===== src/rtl/ptrs_pkg.sv =====
// Package with the request, result and table entry types of the periodic task ready scheduler.
`default_nettype none

package ptrs_pkg;

  localparam logic [1:0] CMD_CREATE   = 2'd0;
  localparam logic [1:0] CMD_SCHEDULE = 2'd1;
  localparam logic [1:0] CMD_PROCESS  = 2'd2;
  localparam logic [1:0] CMD_INIT     = 2'd3;

  localparam logic [1:0] KIND_CREATED = 2'd0;
  localparam logic [1:0] KIND_FULL    = 2'd1;
  localparam logic [1:0] KIND_INIT    = 2'd2;
  localparam logic [1:0] KIND_RUN     = 2'd3;

  localparam int unsigned CB_INIT  = 0;
  localparam int unsigned CB_PLAIN = 1;
  localparam int unsigned CB_ARGS  = 2;

  typedef struct packed {
    logic [1:0]  cmd;
    logic [31:0] now_time;
    logic [31:0] period;
    logic        start_ready;
    logic        has_init;
    logic        has_plain_exec;
    logic        has_args_exec;
  } ptrs_req_t;

  typedef struct packed {
    logic [1:0]  result_kind;
    logic [31:0] task_id;
    logic [3:0]  slot;
    logic        runs_plain;
    logic        runs_args;
    logic        last_in_run;
  } ptrs_res_t;

  typedef struct packed {
    logic [31:0] task_id;
    logic [31:0] period;
    logic [31:0] stamp;
    logic        ready;
    logic [2:0]  cb_flags;
  } ptrs_entry_t;

endpackage

`default_nettype wire


===== src/rtl/ptrs_ram.sv =====
// Generic single-port-write, single-port-read RAM with registered read data.
`default_nettype none

module ptrs_ram #(
  parameter int unsigned WIDTH = 8,
  parameter int unsigned DEPTH = 16,
  localparam int unsigned AW = (DEPTH > 1) ? $clog2(DEPTH) : 1
) (
  input  wire logic             clk_i,
  input  wire logic             we_i,
  input  wire logic [AW-1:0]    waddr_i,
  input  wire logic [WIDTH-1:0] wdata_i,
  input  wire logic             re_i,
  input  wire logic [AW-1:0]    raddr_i,
  output      logic [WIDTH-1:0] rdata_o
);

  logic [WIDTH-1:0] mem_q [DEPTH];

  always_ff @(posedge clk_i) begin
    if (we_i) begin
      mem_q[waddr_i] <= wdata_i;
    end
    if (re_i) begin
      rdata_o <= mem_q[raddr_i];
    end
  end

endmodule

`default_nettype wire


===== src/rtl/ptrs_alu.sv =====
// Shared adder and unsigned compare used for task ids and due times.
`default_nettype none

module ptrs_alu (
  input  wire logic [31:0] a_i,
  input  wire logic [31:0] b_i,
  input  wire logic [31:0] limit_i,
  output      logic [31:0] sum_o,
  output      logic        lt_o
);

  assign sum_o = a_i + b_i;
  assign lt_o  = (sum_o < limit_i);

endmodule

`default_nettype wire


===== src/rtl/periodic_task_ready_scheduler.sv =====
// Top level of the periodic task ready scheduler with its table sequencer.
`default_nettype none

// A create request registers its result in a pending register, which moves to the output register
// in the flush state. Schedule, process and init requests walk the table from the newest slot down,
// one slot per cycle through the single table RAM read port; a result that cannot move on while the
// output register is full holds the walk. Table entries are not cleared after reset.
module periodic_task_ready_scheduler
  import ptrs_pkg::*;
#(
  parameter int unsigned MAX_TASKS = 16
) (
  input  wire logic      clk_i,
  input  wire logic      rst_ni,
  input  wire logic      in_valid_i,
  output      logic      in_ready_o,
  input  wire ptrs_req_t in_req_i,
  output      logic      out_valid_o,
  input  wire logic      out_ready_i,
  output      ptrs_res_t out_res_o
);

  localparam int unsigned IW = (MAX_TASKS > 1) ? $clog2(MAX_TASKS) : 1;
  localparam int unsigned CW = $clog2(MAX_TASKS + 1);
  localparam int unsigned SW = (IW > 4) ? IW : 4;
  localparam int unsigned EW = $bits(ptrs_entry_t);

  localparam logic [1:0] ST_IDLE  = 2'd0;
  localparam logic [1:0] ST_WALK  = 2'd1;
  localparam logic [1:0] ST_FLUSH = 2'd2;

  logic [1:0]    state_q, state_d;
  logic [CW-1:0] count_q, count_d;
  logic [IW-1:0] idx_q, idx_d;
  logic [1:0]    cmd_q, cmd_d;
  logic [31:0]   now_q, now_d;
  logic          pend_valid_q, pend_valid_d;
  ptrs_res_t     pend_q, pend_d;
  logic          out_valid_q, out_valid_d;
  ptrs_res_t     out_q, out_d;

  logic          ram_we, ram_re;
  logic [IW-1:0] ram_waddr, ram_raddr;
  ptrs_entry_t   ram_wdata, ram_rdata;
  logic [EW-1:0] ram_rbits;

  logic [31:0]   alu_a, alu_b, alu_limit, alu_sum;
  logic          alu_lt;

  logic          slot_free, hit, emit, blocked;
  logic [SW-1:0] idx_ext, cnt_ext;
  ptrs_res_t     new_res;

  ptrs_ram #(
    .WIDTH (EW),
    .DEPTH (MAX_TASKS)
  ) u_table (
    .clk_i   (clk_i),
    .we_i    (ram_we),
    .waddr_i (ram_waddr),
    .wdata_i (ram_wdata),
    .re_i    (ram_re),
    .raddr_i (ram_raddr),
    .rdata_o (ram_rbits)
  );

  assign ram_rdata = ram_rbits;

  ptrs_alu u_alu (
    .a_i     (alu_a),
    .b_i     (alu_b),
    .limit_i (alu_limit),
    .sum_o   (alu_sum),
    .lt_o    (alu_lt)
  );

  assign in_ready_o  = (state_q == ST_IDLE);
  assign out_valid_o = out_valid_q;
  assign out_res_o   = out_q;
  assign slot_free   = !out_valid_q || out_ready_i;
  assign idx_ext     = SW'(idx_q);
  assign cnt_ext     = SW'(count_q);

  always_comb begin
    hit  = 1'b0;
    emit = 1'b0;
    new_res = '0;
    new_res.task_id = ram_rdata.task_id;
    new_res.slot    = idx_ext[3:0];
    case (cmd_q)
      CMD_SCHEDULE: begin
        hit = alu_lt;
      end
      CMD_PROCESS: begin
        hit  = ram_rdata.ready;
        emit = 1'b1;
        new_res.result_kind = KIND_RUN;
        new_res.runs_plain  = ram_rdata.cb_flags[CB_PLAIN];
        new_res.runs_args   = ram_rdata.cb_flags[CB_ARGS];
      end
      CMD_INIT: begin
        hit  = ram_rdata.cb_flags[CB_INIT];
        emit = 1'b1;
        new_res.result_kind = KIND_INIT;
      end
      default: begin
        hit = 1'b0;
      end
    endcase
    blocked = emit && hit && pend_valid_q && !slot_free;
  end

  always_comb begin
    state_d      = state_q;
    count_d      = count_q;
    idx_d        = idx_q;
    cmd_d        = cmd_q;
    now_d        = now_q;
    pend_valid_d = pend_valid_q;
    pend_d       = pend_q;
    out_valid_d  = out_valid_q && !out_ready_i;
    out_d        = out_q;
    ram_we       = 1'b0;
    ram_waddr    = idx_q;
    ram_wdata    = ram_rdata;
    ram_re       = 1'b0;
    ram_raddr    = idx_q;
    alu_a        = ram_rdata.period;
    alu_b        = ram_rdata.stamp;
    alu_limit    = now_q;

    case (state_q)
      ST_IDLE: begin
        alu_a     = in_req_i.now_time;
        alu_b     = 32'(count_q);
        alu_limit = in_req_i.now_time;
        if (in_valid_i) begin
          cmd_d = in_req_i.cmd;
          now_d = in_req_i.now_time;
          if (in_req_i.cmd == CMD_CREATE) begin
            pend_valid_d = 1'b1;
            pend_d       = '0;
            state_d      = ST_FLUSH;
            if (count_q == CW'(MAX_TASKS)) begin
              pend_d.result_kind = KIND_FULL;
            end else begin
              pend_d.result_kind = KIND_CREATED;
              pend_d.task_id     = alu_sum;
              pend_d.slot        = cnt_ext[3:0];
              ram_we             = 1'b1;
              ram_waddr          = IW'(count_q);
              ram_wdata.task_id  = alu_sum;
              ram_wdata.period   = in_req_i.period;
              ram_wdata.stamp    = in_req_i.now_time;
              ram_wdata.ready    = in_req_i.start_ready;
              ram_wdata.cb_flags = {in_req_i.has_args_exec, in_req_i.has_plain_exec,
                                    in_req_i.has_init};
              count_d            = count_q + CW'(1);
            end
          end else if (count_q != '0) begin
            ram_re    = 1'b1;
            ram_raddr = IW'(count_q - CW'(1));
            idx_d     = IW'(count_q - CW'(1));
            state_d   = ST_WALK;
          end
        end
      end
      ST_WALK: begin
        if (!blocked) begin
          if (hit) begin
            if (cmd_q == CMD_SCHEDULE) begin
              ram_we          = 1'b1;
              ram_wdata.stamp = now_q;
              ram_wdata.ready = 1'b1;
            end else if (cmd_q == CMD_PROCESS) begin
              ram_we          = 1'b1;
              ram_wdata.ready = 1'b0;
            end
            if (emit) begin
              if (pend_valid_q) begin
                out_d       = pend_q;
                out_valid_d = 1'b1;
              end
              pend_d       = new_res;
              pend_valid_d = 1'b1;
            end
          end
          if (idx_q == '0) begin
            state_d = ST_FLUSH;
          end else begin
            ram_re    = 1'b1;
            ram_raddr = idx_q - IW'(1);
            idx_d     = idx_q - IW'(1);
          end
        end
      end
      ST_FLUSH: begin
        if (!pend_valid_q) begin
          state_d = ST_IDLE;
        end else if (slot_free) begin
          out_d             = pend_q;
          out_d.last_in_run = 1'b1;
          out_valid_d       = 1'b1;
          pend_valid_d      = 1'b0;
          state_d           = ST_IDLE;
        end
      end
      default: begin
        state_d = ST_IDLE;
      end
    endcase
  end

  always_ff @(posedge clk_i or negedge rst_ni) begin
    if (!rst_ni) begin
      state_q      <= ST_IDLE;
      count_q      <= '0;
      pend_valid_q <= 1'b0;
      out_valid_q  <= 1'b0;
    end else begin
      state_q      <= state_d;
      count_q      <= count_d;
      pend_valid_q <= pend_valid_d;
      out_valid_q  <= out_valid_d;
    end
  end

  always_ff @(posedge clk_i) begin
    idx_q  <= idx_d;
    cmd_q  <= cmd_d;
    now_q  <= now_d;
    pend_q <= pend_d;
    out_q  <= out_d;
  end

endmodule

`default_nettype wire


===== config.mk =====
export PLATFORM = sky130hd
export DESIGN_NAME = periodic_task_ready_scheduler
export DESIGN_NICKNAME = d
export VERILOG_FILES = /design/src/rtl/ptrs_pkg.sv /design/src/rtl/ptrs_ram.sv /design/src/rtl/ptrs_alu.sv /design/src/rtl/periodic_task_ready_scheduler.sv
export SDC_FILE = /design/constraint.sdc
export NUM_CORES = 2
export LEC_CHECK = 0
export BUFFER_PORTS_ARGS = -buffer_cell sky130_fd_sc_hd__buf_4
export CORE_ASPECT_RATIO = 0.7
export CORE_MARGIN = 3
export CORE_UTILIZATION = 30
export CTS_BUF_LIST = sky130_fd_sc_hd__clkbuf_8
export DETAILED_ROUTE_END_ITERATION = 8
export MAX_ROUTING_LAYER = met4
export PLACE_DENSITY = 0.49
export SLEW_MARGIN = 30
export SYNTH_ARGS = -nofsm -noshare
export SYNTH_HDL_FRONTEND = slang
export SYNTH_HIERARCHICAL = 1
export SYNTH_SLANG_ARGS = --single-unit

===== constraint.sdc =====
create_clock -name clk_i -period 21.8 [get_ports clk_i]
set_clock_uncertainty 0.15 [all_clocks]
set_input_delay 2.18 -clock clk_i [delete_from_list [all_inputs] [get_ports clk_i]]
set_output_delay 2.18 -clock clk_i [all_outputs]
set_load 0.02 [all_outputs]

==> metrics <==
share of the synthesized area in the top cell type=74.8%; final hold vios=0; filler instances=22.5k; ANT nets after route=0; reg-to-reg setup timing slack=9.30 ns; Non-Filler Instances=7528; first-pass GRT wire length=306 mm; Inst Count DP=7009; number of buffers created by CTS=297; GP Congestion=0.800; post-cts resize count=0; vias in the first global route=39.0k; Clock Power Share=19.3%; grt total ovfl=0; synthesized area per cell=19.2 µm²; Synth Register Bits=1828; Hold Path Sink=out_res_o[27]$_DFFE_PP_; slowest stage delay, CP=0.82 ns; First-pass DRT Iterations=5; sw frac=38.9%; Synth async-reset ratio=0.492%; crit end category=register; RSZ-0062 raised after global routing=false; reg-to-reg endpoint=u_table/rdata_o[27]$_DFFE_PP_; nets@finish=4269; most common cell in the netlist=edfxtp_1; CTS Root Cell=clkbuf_8; TritonCTS clock tree=done; via density per instance=5.12; Synth area leader=edfxtp_1; vias post-DR=38.5k; CTS Sinks=1828; min-delay src=pend_q[27]$_DFFE_PP_; Detail Placement HPWL=118 mm; P&R area growth vs syn=14.6%; CP arrival=13.01 ns; Critical Path Start Type=register; worst setup path class=reg -> reg; setup TNS=0 ns; hold buffer count at CTS=0; top achievable clock speed=80.0 MHz; largest net degree at the start of global routing=129; Slew @ Worst Pin=1.03 ns; die area=0.249 mm²; Placed Area=0.0781 mm²; top post-synthesis cells by count=edfxtp_1, mux4_2, nand2_1, a22oi_1, o21ai_0; initial antenna violation count=22; data required time of the critical path=22.32 ns; htree depth=5; total track usage=17.7%; io pins=117; min-delay worst type=reg -> reg; cells after synthesis=3788; number of max-cap violations=0; design area=0.0835 mm²; launching point of the worst reg2reg path=state_q[0]$_DFFE_PN0P_; Pleak=27.3 nW; final setup fails=0; total wire length=217 mm; period utilization=57.3%; Hold Path Depth=0; clock buffer depth=4; number of synthesized flops with an enable pin=1815; Synthesis Warnings=6; PD cells=168 mW/mm²; share of cells above drive strength 1=24.9%; postcts setup bufs=0; Mapped Nets=3937; Max IR drop VDD=172 µV; Synth area leaders=edfxtp_1, mux4_2, a22oi_1; post-synthesis sequential area ratio=75.3%; Period minus WS final=12.50 ns; PortBufs=116; outcome=complete, no violations; Worst-path clk slew=0.06 ns; clock latency on the worst-skew pair=0.92 ns; critical path's slowest cell=buf_4; crit-path max FO=128; Initial Utilization=30.3%; NetSw=5.44 mW; R2R depth=34; WL per Instance=28.8 µm; Die W=595 µm; combinational share of power=44.2%; cell area after synthesis=0.0728 mm²; Post-route DRC=0; Chip Height=418 µm; core area=0.240 mm²; Slew headroom=31.4%; P_int=8.54 mW; main flop type after synthesis=edfxtp_1; Cell variety after synth=67; max-slew violations=0; Sequential Power Share=36.5%; row count=150; initial DRC count=4055
[routing by layer]
metal  GRT usage [%]  share of wire, %  routed length [µm]  vias up
li1                -                 -                   -    16039
met1            25.7                47              102000    20807
met2            26.0                45               97700     1390
met3            3.05               6.3               13600      297
met4            3.82               1.9                4080        0
met5               -                 0                   0        -
[final cells by class]
cell class	instances	area [µm²]	share of cell area [%]
flip-flops and latches	1828	54800	65.6
clock buffers	305	4200	5.03
inverters	111	419	0.502
multi-input cells	1649	17100	20.4
clock inverters	205	952	1.14
well taps	3192	3990	4.78
repair buffers	233	2050	2.46
diodes	5	12.5	0.0150
[placed cells by master, fill, tap and decap left out, types with 23 or more instances in the layout]
cell | synthesis | final
o21ai_0 | 141 | 136
mux2i_1 | 36 | 36
mux4_2 | 400 | 400
clkbuf_8 | 0 | 305
a21o_1 | 23 | 23
clkinv_2 | 0 | 24
ha_1 | 74 | 72
a21oi_1 | 78 | 77
nor2_1 | 69 | 56
a22oi_1 | 201 | 201
nor2b_1 | 35 | 33
nand2_1 | 379 | 378
xnor2_1 | 24 | 24
inv_1 | 111 | 199
o22ai_2 | 0 | 27
edfxtp_1 | 1815 | 1815
clkinv_1 | 0 | 73
buf_4 | 40 | 206
[power by group through the flow]
stage	logic, mW	registers, mW	clock network, mW
after floorplan	3.99	5.16	0
after global placement	6.13	5.18	0
after detailed placement	6.20	5.18	0
after CTS	6.23	5.11	2.79
after global routing	6.70	5.13	2.95
final	6.18	5.10	2.70
[critical path: cells and delay by family, from the launching register on]
family	cells	cell delay (ns)
simple gates	4	0.31
xor+xnor	1	0.45
fa+ha+maj	3	1.16
flops	1	0.43
compound gates	17	4.63
buf+inv	6	3.40
mux	3	1.13
[kinds of logic after synthesis]
group | share of synthesized area, %
XOR/XNOR | 0.445
AND/OR/NAND/NOR | 3.22
adder cells (fa/ha/maj) | 1.30
flip-flops | 75.3
buffers and inverters | 1.92
AO/OA/AOI/OAI | 4.88
multiplexers | 13.0
[stage by stage]
stage	utilization, %	power, mW	hold WS [ns]	setup slack, ns
2_1_floorplan	-	9.15	0.250	7.58
3_3_place_gp	32.4	11.3	0.257	9.39
3_5_place_dp	32.6	11.4	0.255	9.21
4_1_cts	34.7	14.1	0.253	9.43
5_1_grt	34.8	14.8	0.274	8.75
6_report	34.8	14.0	0.263	9.30
[how the worst max path moves through the flow]
stage                           startpoint                       endpoint  slack, ns  depth (start not counted)
floorplan                     in_req_i[36]  u_table/mem_q[0][0]$_DFFE_PP_       7.58                         25
global placement              in_req_i[37]   u_table/rdata_o[5]$_DFFE_PP_       9.39                         32
detailed placement            in_req_i[37]  u_table/rdata_o[39]$_DFFE_PP_       9.21                         32
CTS                 state_q[1]$_DFFE_PN0P_  u_table/rdata_o[36]$_DFFE_PP_       9.43                         33
global route        state_q[0]$_DFFE_PN0P_  u_table/rdata_o[26]$_DFFE_PP_       8.75                         34
finish              state_q[0]$_DFFE_PN0P_  u_table/rdata_o[27]$_DFFE_PP_       9.30                         34
[state kept, by name (all words and copies together) (netlist names)]
| register | count |
|---|---|
| cmd_q | 2 |
| count_q | 5 |
| idx_ext | 4 |
| now_q | 32 |
| out_res_o | 41 |
| out_valid_o | 1 |
| pend_q | 40 |
| pend_valid_q | 1 |
| state_q | 2 |
| u_table/mem_q | 1600 |
| u_table/rdata_o | 100 |
(Power assumes the default switching activity.)
